<file path="src/assert_macros.svh">
// ----------------------------------------------------------------------------
// Assertion macros
// Concurrent assertion helpers clocked on i_clk and disabled during reset.
// ----------------------------------------------------------------------------
`ifndef ASSERT_MACROS_SVH
`define ASSERT_MACROS_SVH
`ifndef SYNTH
`define BBX_ASSERT_IMP(lbl, ante, cons, msg) \
    lbl: assert property (@(posedge i_clk) disable iff (!i_rst_n) (ante) |-> (cons)) \
        else $error(msg);
`define BBX_ASSERT_NXT(lbl, ante, cons, msg) \
    lbl: assert property (@(posedge i_clk) disable iff (!i_rst_n) (ante) |=> (cons)) \
        else $error(msg);
`else
`define BBX_ASSERT_IMP(lbl, ante, cons, msg)
`define BBX_ASSERT_NXT(lbl, ante, cons, msg)
`endif
`endif

</file>
<file path="src/bbx_pkg.sv">
// ----------------------------------------------------------------------------
// Box blur package
// Shared types, constants and the divide-by-nine helper of the 3x3 box blur.
// ----------------------------------------------------------------------------
package bbx_pkg;

    localparam int MAX_WIDTH_DEF  = 1024;
    localparam int MAX_HEIGHT_DEF = 1024;

    localparam int CFG_W          = 11;
    localparam int APB_AW         = 3;
    localparam int APB_DW         = 32;
    localparam int REG_IDX_LSB    = 2;
    localparam int DIM_MIN        = 3;
    localparam int RESET_WIDTH    = 8;
    localparam int RESET_HEIGHT   = 6;

    localparam int CH_W           = 8;
    localparam int SUM_W          = 12;
    localparam int RECIP_W        = 13;
    localparam int PROD_W         = SUM_W + RECIP_W;
    localparam int DIV9_SHIFT     = 16;
    localparam logic [RECIP_W-1:0] DIV9_RECIP = 13'd7282;

    typedef enum logic {
        REG_FRAME_WIDTH  = 1'b0,
        REG_FRAME_HEIGHT = 1'b1
    } t_reg_idx;

    typedef struct packed {
        logic [CH_W-1:0] pix_red;
        logic [CH_W-1:0] pix_green;
        logic [CH_W-1:0] pix_blue;
    } t_pix_in;

    typedef struct packed {
        logic [CH_W-1:0] blur_red;
        logic [CH_W-1:0] blur_green;
        logic [CH_W-1:0] blur_blue;
        logic            frame_last;
    } t_blur_out;

    typedef struct packed {
        logic [CFG_W-1:0] w_last;
        logic [CFG_W-1:0] h_last;
    } t_dims;

    typedef struct packed {
        logic shift;
        logic sum_en;
    } t_win_ctl;

    typedef struct packed {
        logic [SUM_W-1:0] red;
        logic [SUM_W-1:0] green;
        logic [SUM_W-1:0] blue;
    } t_sums;

    // Exact floor(s / 9) for every s up to 2303, which covers every nine-pixel sum.
    function automatic logic [CH_W-1:0] div9(input logic [SUM_W-1:0] s);
        logic [PROD_W-1:0] p;
        p = PROD_W'(s) * PROD_W'(DIV9_RECIP);
        return p[DIV9_SHIFT +: CH_W];
    endfunction

endpackage

</file>
<file path="src/bbx_window.sv">
// ----------------------------------------------------------------------------
// Box blur window
// 3x3 pixel window registers and the registered per-channel nine-pixel sums.
// ----------------------------------------------------------------------------
module bbx_window (
    input  logic               i_clk,
    input  logic               i_rst_n,
    input  bbx_pkg::t_win_ctl  i_ctl,
    input  bbx_pkg::t_pix_in   i_top,
    input  bbx_pkg::t_pix_in   i_mid,
    input  bbx_pkg::t_pix_in   i_pix,
    output bbx_pkg::t_sums     o_sums
);

    bbx_pkg::t_pix_in r_win [3][3];
    bbx_pkg::t_sums   r_sums;
    bbx_pkg::t_sums   sums;

    always_comb begin
        sums = '0;
        for (int r = 0; r < 3; r++) begin
            for (int c = 0; c < 3; c++) begin
                sums.red   = sums.red   + bbx_pkg::SUM_W'(r_win[r][c].pix_red);
                sums.green = sums.green + bbx_pkg::SUM_W'(r_win[r][c].pix_green);
                sums.blue  = sums.blue  + bbx_pkg::SUM_W'(r_win[r][c].pix_blue);
            end
        end
    end

    always_ff @(posedge i_clk) begin
        if (!i_rst_n) begin
            for (int r = 0; r < 3; r++) begin
                for (int c = 0; c < 3; c++) begin
                    r_win[r][c] <= '0;
                end
            end
        end else if (i_ctl.shift) begin
            for (int r = 0; r < 3; r++) begin
                r_win[r][0] <= r_win[r][1];
                r_win[r][1] <= r_win[r][2];
            end
            r_win[0][2] <= i_top;
            r_win[1][2] <= i_mid;
            r_win[2][2] <= i_pix;
        end
    end

    always_ff @(posedge i_clk) begin
        if (i_ctl.sum_en) begin
            r_sums <= sums;
        end
    end

    assign o_sums = r_sums;

endmodule

</file>
<file path="config.mk">
export PLATFORM = sky130hd
export DESIGN_NAME = bbx_window
export DESIGN_NICKNAME = d
export VERILOG_FILES = /design/src/assert_macros.svh /design/src/bbx_pkg.sv /design/src/bbx_window.sv
export SDC_FILE = /design/constraint.sdc
export NUM_CORES = 1
export LEC_CHECK = 0
export ABC_AREA = 1
export BUFFER_PORTS_ARGS = -buffer_cell sky130_fd_sc_hd__buf_2
export CORE_ASPECT_RATIO = 1.75
export CORE_MARGIN = 2
export CORE_UTILIZATION = 45
export DETAILED_ROUTE_END_ITERATION = 7
export PLACE_DENSITY_LB_ADDON = 0.15
export REMOVE_ABC_BUFFERS = 1
export SETUP_SLACK_MARGIN = 0.02
export SLEW_MARGIN = 20
export SYNTH_ARGS = -nofsm -noshare
export SYNTH_HDL_FRONTEND = slang
export SYNTH_SLANG_ARGS = --single-unit
</file>
<file path="constraint.sdc">
create_clock -name i_clk -period 17.1 [get_ports i_clk]
set_clock_uncertainty 0.1 [all_clocks]
set_input_delay 3.42 -clock i_clk [delete_from_list [all_inputs] [get_ports i_clk]]
set_output_delay 3.42 -clock i_clk [all_outputs]
set_load 0.05 [all_outputs]
</file>
==> reports/qor.txt <==
Ys Warns: 0
Clk pwr share: 22.2%
Placer Congestion: 0.779
Core ar.: 0.0322 mm2
most frequent cell after synthesis: inv_1
Post-synth top cells: 452 x inv_1, 252 x edfxtp_1, 226 x nor2_1
reg2reg start: r_win[0][161]
vias in the first global route: 8,506
Seq/Total Area, Yosys: 51.4%
sequential share of power: 32.3%
Max-Cap Viols: 0
Tmin final: 5.47 ns
clk sinks: 252
post-synthesis mux area share: 0%
CP peak stage delay: 0.71 ns
worst path bufs/invs: 4
# setup viols final: 0
worst-path cell chain: buf_2 > inv_1 > nand2_4 > buf_4 > buf_4
IO Pins: 112
Worst Slack Setup Final: 11.63 ns
RSZ-0062 raised after global routing: no
die area: 0.0342 mm2
IR Drop Worst-Case VDD: 0.0889 mV
Syn Area/Cell: 11.3 um2
post-layout util: 51.3%
WL final: 23.0 mm
PnR Total Power: 2.66 mW
switching part of the total: 39.2%
Max Freq: 0.183 GHz
status: completed
CTS tree: yes
compound-gate portion of the synthesized area: 0.408%
EDFF count, synth: 252
Post-DP HPWL: 16.5 mm
Inserted Clock Buffers: 26
initial antenna violation count: 0
relative slew slack: 36.8%
fill count: 2,970
antenna viol nets, final: 0
Area Overhead vs Synth: 12.1%
Mapped Cells: 1,304
Rows: 87
area leader, netlist: edfxtp_1
launch point of the worst path: i_ctl[1]
GR Overflow Total: 0
Worst-path clk slew: 0.06 ns
Fin Hold WS: 0.479 ns
share of cells above drive strength 1: 11.2%
1st-pass router iterations: 4
combinational family with the most area after synthesis: adder cells
placed instance area: 0.0156 mm2
maximum fanout along the worst path: 57
combinational power share: 45.6%
Yosys top cell area share: 51.4%
clk buf depth: 3
clock latency on the worst-skew pair: 0.53 ns
leading post-synthesis cells by cell area: edfxtp_1 51%, fa_1 22%, inv_1 12%, nor2_1 5.8%, ha_1 3.3%
Unique masters post-synth: 18
# hold bufs at CTS: 0
fin crit share: 32.0%
post_cts resized: 0
Post-Synth Adder-Cell Area: 25.3%
Final Non-Filler Cells: 1,844
Final Instance Area: 0.0165 mm2
flops & latches, synth: 252
crit-path leading delay family: buffers and inverters
crit path max-delay cell type: buf_4
nature of the critical path startpoint: input port
Worst Path Class, Setup: input port to register
Total Routing Usage GR: 14.1%
reported net switching power: 1.05 mW
Req. time, crit path: 17.16 ns
Pint: 1.62 mW
Initial Utilization: 45.7%
H-tree depth: 1
DP Cell Count: 1,796
layout net count: 1,701
Hold WC Path Type: register to register
r2r worst-path depth: 15
Top FF cell, synth: edfxtp_1
Max Transition Viols Final: 0
Critical Path End: r_win[0][65]
diodes inserted: 0
Post-Synthesis Cell Area: 0.0147 mm2
total setup buffers inserted after CTS: 0
Iter 0 DRT Violations: 350
first-pass GRT wire length: 39.2 mm
Setup WS pre-CTS: 11.00 ns
Vias per Instance: 4.39
Reg2Reg Setup Slack: 12.95 ns
WHS Path Cells: 2
largest net degree at the start of global routing: 134
Worst EP arrival: 5.53 ns
Synth Area in Simple Gates: 9.43%
WP depth: 5
crit end category: register
routed len/inst: 12.5 um
reg2reg end: o_sums[34]
Synth Area in XOR/XNOR: 0.535%
Pwr Density: 161 mW/mm2
Port Buffer Count: 111
Die W: 141 um
die height: 243 um
Root Driver: clkbuf_16
DR DRC count: 0
Fin. Hold Viols: 0
worst slew pin tran: 0.948 ns
total number of vias: 8,086
critical path's most frequent cell: buf_4
setup TNS: 0 ns
async set-or-reset flop fraction in the synthesized netlist: 0%
Leak: 7.99 nW
-- cells by family (layout without fill, tap and decap cells) --
group	count (synthesis)	after routing
flip-flops	252	252
XOR/XNOR	9	9
buffers and inverters	475	615
AND/OR/NAND/NOR	355	355
adder cells (fa/ha/maj)	201	201
AO/OA/AOI/OAI	12	12
-- how the worst min path moves through the flow --
stage / startpoint / to / slack, ns
finish: r_win[0][34] / r_win[0][58] / 0.48
global route: r_win[0][97] / r_win[0][121] / 0.52
CTS: r_win[0][39] / r_win[0][63] / 0.49
detailed placement: r_win[0][39] / r_win[0][63] / 0.47
global placement: r_win[0][28] / r_win[0][52] / 0.46
floorplan: r_win[0][96] / r_win[0][120] / 0.45
-- worst register-to-register path: cells and delay by family, from the launching register on --
kind / cells / cell delay (ns)
buf+inv: 4 / 0.26
simple gates: 5 / 0.46
flops: 1 / 0.46
fa+ha+maj: 6 / 2.62
-- final cells by class --
| cell class | count | area [um2] | share of cell area, % |
|---|---|---|---|
| clock buffers | 30 | 687 | 4.16 |
| repair buffers | 115 | 586 | 3.55 |
| well taps | 400 | 500 | 3.03 |
| flip-flops and latches | 252 | 7570 | 45.8 |
| inverters | 452 | 1700 | 10.3 |
| clock inverters | 18 | 200 | 1.21 |
| multi-input cells | 577 | 5280 | 32.0 |
-- layer usage --
metal  vias up  global-route usage [%]  wire length [um]
met5         -                       0                 0
li1       4039                       -                 -
met3        27                    1.93               756
met1      3920                    16.8              9450
met2       100                    26.4             12400
met4         0                    4.21               458
-- power groups by stage --
stage / clock network [mW] / registers [mW] / logic, mW
2_1_floorplan: 0 / 1.01 / 0.827
3_3_place_gp: 0 / 0.874 / 1.21
3_5_place_dp: 0 / 0.875 / 1.23
4_1_cts: 0.609 / 0.862 / 1.24
5_1_grt: 0.630 / 0.868 / 1.42
6_report: 0.591 / 0.859 / 1.21
-- layout by cell type (no fill, tap or decap) --
cell	n
buf_2	111
inv_8	1
nand2_4	1
clkbuf_1	3
clkbuf_16	27
fa_1	162
ha_1	39
clkinv_2	6
or2_2	4
xnor2_1	6
xor2_1	3
nand3_1	20
nor3_1	3
clkinv_4	1
clkinv_1	4
clkinvlp_4	2
nand2_1	96
inv_1	452
nand2_8	1
o21ai_0	3
nand3b_1	4
nor2_1	226
edfxtp_1	252
buf_4	4
a21oi_1	9
bufinv_16	4
-- flip-flops by register name, indices dropped and copies added, names as in the netlist --
| register | cells |
|---|---|
| r_win | 216 |
| o_sums | 36 |
Note: power is estimated with default switching activity, not from simulation.
