### src/assert_macros.svh
// ----------------------------------------------------------------------------
// Assertion macros
// Concurrent assertion helpers clocked on i_clk and disabled during reset.
// ----------------------------------------------------------------------------
`ifndef ASSERT_MACROS_SVH
`define ASSERT_MACROS_SVH
`ifndef SYNTH
`define BBX_ASSERT_IMP(lbl, ante, cons, msg) \
    lbl: assert property (@(posedge i_clk) disable iff (!i_rst_n) (ante) |-> (cons)) \
        else $error(msg);
`define BBX_ASSERT_NXT(lbl, ante, cons, msg) \
    lbl: assert property (@(posedge i_clk) disable iff (!i_rst_n) (ante) |=> (cons)) \
        else $error(msg);
`else
`define BBX_ASSERT_IMP(lbl, ante, cons, msg)
`define BBX_ASSERT_NXT(lbl, ante, cons, msg)
`endif
`endif

### src/bbx_pkg.sv
// ----------------------------------------------------------------------------
// Box blur package
// Shared types, constants and the divide-by-nine helper of the 3x3 box blur.
// ----------------------------------------------------------------------------
package bbx_pkg;

    localparam int MAX_WIDTH_DEF  = 1024;
    localparam int MAX_HEIGHT_DEF = 1024;

    localparam int CFG_W          = 11;
    localparam int APB_AW         = 3;
    localparam int APB_DW         = 32;
    localparam int REG_IDX_LSB    = 2;
    localparam int DIM_MIN        = 3;
    localparam int RESET_WIDTH    = 8;
    localparam int RESET_HEIGHT   = 6;

    localparam int CH_W           = 8;
    localparam int SUM_W          = 12;
    localparam int RECIP_W        = 13;
    localparam int PROD_W         = SUM_W + RECIP_W;
    localparam int DIV9_SHIFT     = 16;
    localparam logic [RECIP_W-1:0] DIV9_RECIP = 13'd7282;

    typedef enum logic {
        REG_FRAME_WIDTH  = 1'b0,
        REG_FRAME_HEIGHT = 1'b1
    } t_reg_idx;

    typedef struct packed {
        logic [CH_W-1:0] pix_red;
        logic [CH_W-1:0] pix_green;
        logic [CH_W-1:0] pix_blue;
    } t_pix_in;

    typedef struct packed {
        logic [CH_W-1:0] blur_red;
        logic [CH_W-1:0] blur_green;
        logic [CH_W-1:0] blur_blue;
        logic            frame_last;
    } t_blur_out;

    typedef struct packed {
        logic [CFG_W-1:0] w_last;
        logic [CFG_W-1:0] h_last;
    } t_dims;

    typedef struct packed {
        logic shift;
        logic sum_en;
    } t_win_ctl;

    typedef struct packed {
        logic [SUM_W-1:0] red;
        logic [SUM_W-1:0] green;
        logic [SUM_W-1:0] blue;
    } t_sums;

    // Exact floor(s / 9) for every s up to 2303, which covers every nine-pixel sum.
    function automatic logic [CH_W-1:0] div9(input logic [SUM_W-1:0] s);
        logic [PROD_W-1:0] p;
        p = PROD_W'(s) * PROD_W'(DIV9_RECIP);
        return p[DIV9_SHIFT +: CH_W];
    endfunction

endpackage

### src/bbx_cfg.sv
// ----------------------------------------------------------------------------
// Box blur configuration registers
// APB register file for the frame size, with the clamped last indices.
// ----------------------------------------------------------------------------
module bbx_cfg #(
    parameter int MAX_WIDTH  = bbx_pkg::MAX_WIDTH_DEF,
    parameter int MAX_HEIGHT = bbx_pkg::MAX_HEIGHT_DEF
) (
    input  logic                        i_clk,
    input  logic                        i_rst_n,
    input  logic                        psel,
    input  logic                        penable,
    input  logic                        pwrite,
    input  logic [bbx_pkg::APB_AW-1:0]  paddr,
    input  logic [bbx_pkg::APB_DW-1:0]  pwdata,
    output logic [bbx_pkg::APB_DW-1:0]  o_prdata,
    output bbx_pkg::t_dims              o_dims
);

    function automatic logic [bbx_pkg::CFG_W-1:0] last_idx(
        input logic [bbx_pkg::CFG_W-1:0] v,
        input int                        maxv
    );
        logic [bbx_pkg::CFG_W-1:0] c;
        priority if (int'(v) < bbx_pkg::DIM_MIN) begin
            c = bbx_pkg::CFG_W'(bbx_pkg::DIM_MIN);
        end else if (int'(v) > maxv) begin
            c = bbx_pkg::CFG_W'(maxv);
        end else begin
            c = v;
        end
        return c - bbx_pkg::CFG_W'(1);
    endfunction

    logic [bbx_pkg::CFG_W-1:0] r_width;
    logic [bbx_pkg::CFG_W-1:0] r_height;
    bbx_pkg::t_dims            r_dims;
    logic                      wr;
    bbx_pkg::t_reg_idx         idx;
    logic [bbx_pkg::CFG_W-1:0] wval;

    assign wr   = psel && penable && pwrite;
    assign idx  = bbx_pkg::t_reg_idx'(paddr[bbx_pkg::REG_IDX_LSB]);
    assign wval = pwdata[bbx_pkg::CFG_W-1:0];

    always_ff @(posedge i_clk) begin
        if (!i_rst_n) begin
            r_width       <= bbx_pkg::CFG_W'(bbx_pkg::RESET_WIDTH);
            r_height      <= bbx_pkg::CFG_W'(bbx_pkg::RESET_HEIGHT);
            r_dims.w_last <= last_idx(bbx_pkg::CFG_W'(bbx_pkg::RESET_WIDTH), MAX_WIDTH);
            r_dims.h_last <= last_idx(bbx_pkg::CFG_W'(bbx_pkg::RESET_HEIGHT), MAX_HEIGHT);
        end else if (wr) begin
            unique case (idx)
                bbx_pkg::REG_FRAME_WIDTH: begin
                    r_width       <= wval;
                    r_dims.w_last <= last_idx(wval, MAX_WIDTH);
                end
                bbx_pkg::REG_FRAME_HEIGHT: begin
                    r_height      <= wval;
                    r_dims.h_last <= last_idx(wval, MAX_HEIGHT);
                end
                default: begin
                end
            endcase
        end
    end

    always_comb begin
        unique case (idx)
            bbx_pkg::REG_FRAME_WIDTH:  o_prdata = bbx_pkg::APB_DW'(r_width);
            bbx_pkg::REG_FRAME_HEIGHT: o_prdata = bbx_pkg::APB_DW'(r_height);
            default:                   o_prdata = '0;
        endcase
    end

    assign o_dims = r_dims;

endmodule

### config.mk
export PLATFORM = sky130hd
export DESIGN_NAME = bbx_cfg
export DESIGN_NICKNAME = d
export VERILOG_FILES = /design/src/assert_macros.svh /design/src/bbx_pkg.sv /design/src/bbx_cfg.sv
export SDC_FILE = /design/constraint.sdc
export NUM_CORES = 1
export LEC_CHECK = 0
export BUFFER_PORTS_ARGS = -buffer_cell sky130_fd_sc_hd__buf_2
export CAP_MARGIN = 40
export CORE_UTILIZATION = 41
export CTS_CLUSTER_SIZE = 24
export DETAILED_ROUTE_END_ITERATION = 10
export PLACE_DENSITY = 0.76
export SLEW_MARGIN = 20
export SYNTH_ARGS = -nofsm -noshare
export SYNTH_HDL_FRONTEND = slang
export SYNTH_SLANG_ARGS = --single-unit
### constraint.sdc
create_clock -name i_clk -period 2.5 [get_ports i_clk]
set_clock_uncertainty 0.15 [all_clocks]
set_input_delay 0.125 -clock i_clk [delete_from_list [all_inputs] [get_ports i_clk]]
set_output_delay 0.125 -clock i_clk [all_outputs]
set_load 0.005 [all_outputs]
==> impl_metrics.ini <==
[outcome]
status = finished, final reports clean

[clock_tree]
cts_tree = done
path_clk_slew_ns = 0.08
cts_root_buffer = clkbuf_8
post-cts-setup-buffer-count = 0
htreeDepth = 2
cts_buffer_depth = 2
clock-sinks = 44
cts_inserted_buffers = 5
worstSkewPairLatency_ns = 0.29

[sta]
fin_crit_sh_pct = 94.4
setup_ws_ns = 0.140
slew_viol_final = 0
maxSlewHeadroom_pct = 43.7
hold_viol = 0
max_freq_mhz = 424
setup_viol = 0
worstMarginPinSlew_ns = 0.845
fin_crit_ns = 2.36

[grt]
grt_pass1_vias = 1784
grt_start_max_net_pins = 37
grt_first_pass_wirelength_microns = 7980
gr-total-overflow = 0
antenna_found_initial = 0
track_usage_pct = 18.9

[setup_path]
regToRegStartpoint = o_dims[11]
slowest_stage = dlygate4sd3_1
worstPathRequired_ns = 2.59
worstSetupPathType = in -> reg
r2r_slack_ns = 1.64
cp_max_fo = 8
reg2reg_depth = 2
start_kind = input port
cp_cell_sequence = dlygate4sd3_1, buf_2, or3_1, nor3_1, o21bai_1, ha_2, buf_4, inv_1, nor2_1, a311o_1, o21ai_1
cp.arrival_ns = 2.45
r2r-end = o_dims[11]
end_kind = flop
max_stage_delay_ns = 0.53

[place]
dp_hpwl_microns = 3450
place_ws_ns = 0.158
placed_cells = 376
place_area_sq_um = 2480
portBuffers = 49
gp_congestion = 0.823

[drt]
firstDrtPassIters = 4
route.met2.wl_microns = 2410
top_layer_used = met4
vias = 1957
finalWirelength_microns = 4990
route.detailed.drc = 0
vias_per_cell = 5.02
detail_route.iter0.violations = 108
drtAntennaViolNets = 0
wire_per_inst_microns = 12.8
met1Wirelength_microns = 2270
route.met3.wl_microns = 245

[worst_hold_path]
whs_path_depth = 3
min_path_type = in -> reg
holdPathEnd = r_width[8]
worstHoldStart = pwdata[8]

[final_layout]
syn2layout_area_growth_pct = 20.1
multi_input_area_sq_um = 1160
num-nets-final = 360
drive_gt1_share_pct = 27.5
antenna_cells = 0
ff_latch_area_sq_um = 881
final_cell_area_sq_um = 2640
final_cell_count_no_fill = 390
n_fill_cell = 523

[power]
vdd_ir_drop_max_mv = 0.363
intPower_w = 0.00103
clkPwrFrac_pct = 33.1
power_per_cell_area_nw_per_um2 = 518
power_switching_share_pct = 25.1
p_leak_nw = 1.13
combPwrFrac_pct = 13.8
p_switching_w = 0.000344
seqPwrFrac_pct = 53.1

[synthesis]
synth_edf_count = 0
synth_top_flop_cell = dfxtp_1
async_flop_share_pct = 0
synth_cell_types = 48
syn_inst = 263
synth-seq-cells = 44
syn_avg_cell_area_sq_um = 8.36
yosysSeqAreaShare_pct = 40.0
yosys_warnings = 0
syn_area_sq_um = 2200

[floorplan]
start_util_pct = 42.8
fp.dieW_microns = 75.2
die-area_sq_um = 5660
boundaryPins = 94
core_area_sq_um = 5140
row_count = 26
die_y_microns = 75.2

[run]
drv_cap = 0
## flip-flops by register name, summed over array words and instances, names as in the netlist
signal,flops
o_dims,22
r_height,11
r_width,11
## worst max-delay path: cells and delay by family
family	cells	cell delay [ns]
adders and majority gates	1	0.23
and+or+nand+nor	3	0.59
AOI/OAI and AO/OA	3	0.60
buffers and inverters	4	0.91
## repair_timing
item / in CTS / in global routing
endpoints found under the hold margin: 8 / 0
resized for setup: 0 / 3
endpoints found under the setup margin: 0 / 6
hold buffers: 6 / 0
## per-layer routing
| metal | GRT usage (%) | up-vias |
|---|---|---|
| met2 | 32.4 | 62 |
| met3 | 4.02 | 6 |
| li1 | - | 989 |
| met4 | 7.41 | 0 |
| met5 | 0 | - |
| met1 | 23.3 | 900 |
## layout make-up
type,instances,area share (%)
clock buffers,8,3.41
inverters,4,0.568
multi-input cells,195,43.8
flip-flops and latches,44,33.3
well taps,70,3.32
repair buffers,69,15.5
## stage by stage
| step | TNS (ns) | utilization [%] | power [W] | hold WS, ns |
|---|---|---|---|---|
| 2_1_floorplan | 0 | - | 0.000872 | 0.0990 |
| 3_3_place_gp | 0 | 48.3 | 0.000919 | 0.282 |
| 3_5_place_dp | 0 | 48.3 | 0.000923 | 0.284 |
| 4_1_cts | 0 | 51.2 | 0.00138 | 0.00147 |
| 5_1_grt | -0.00177 | 51.4 | 0.00144 | 0.00195 |
| 6_report | 0 | 51.4 | 0.00137 | 0.00769 |
## layout by cell type, fill, tap and decap left out, drive strengths merged, types with 3 or more instances in the layout
cell type	instances
mux2	11
o21a	3
dlygate4sd3	6
dfxtp	44
inv	4
nand3	9
a31oi	3
o41ai	3
nor4	4
buf	63
o21ai	13
a21boi	19
a21oi	13
nand2b	3
o211ai	3
nand2	52
conb	21
nor2	9
clkbuf	8
nor3	3
## worst max path at each step
stage,from,end,slack [ns],depth (start not counted)
6_report,pwdata[2],o_dims[19],0.14,11
5_1_grt,pwdata[2],o_dims[8],-0.002,11
4_1_cts,pwdata[2],o_dims[15],0.09,10
3_5_place_dp,pwdata[5],o_dims[19],0.16,10
3_3_place_gp,pwdata[5],o_dims[19],0.17,9
2_1_floorplan,pwdata[6],o_dims[8],0.13,10
## synth_stat cells (all sizes together), types with 2 or more instances
cell	number	area, sq um
and2	2	12.5
buf	24	171
o211ai	3	22.5
a21boi	19	143
nor2	9	33.8
nor3	3	25.0
o21ai	13	65.1
o21bai	2	15.0
nand2b	3	18.8
o21a	3	22.5
a21oi	13	65.1
nand2	52	195
nor3b	2	15.0
inv	4	15.0
nor4	4	40.0
nand3	9	45.0
a31oi	3	18.8
a2111oi	2	18.8
clkbuf	16	60.1
dfxtp	44	881
mux2	11	124
o41ai	3	33.8
a211oi	2	20.0
nand4	2	12.5
## cell families (layout without fill, tap and decap cells)
logic type               count (synthesis)  count (layout)  share of synthesized area, %
AND/OR/NAND/NOR                         91              91                          19.7
AO/OA/AOI/OAI                           70              70                          22.3
flip-flops                              44              44                          40.0
buffers and inverters                   44              81                          11.2
multiplexers                            11              11                          5.63
adder cells (fa/ha/maj)                  1               1                         0.569
other                                    1              21                         0.170
XOR/XNOR                                 1               1                         0.398
## power groups by stage
stage | registers (W) | logic, W | clock network, W
after floorplan | 0.000744 | 0.000128 | 0
after global routing | 0.000730 | 0.000213 | 0.000498
after global placement | 0.000743 | 0.000176 | 0
after CTS | 0.000727 | 0.000187 | 0.000470
final | 0.000727 | 0.000189 | 0.000453
after detailed placement | 0.000744 | 0.000180 | 0
(Power assumes the default switching activity.)
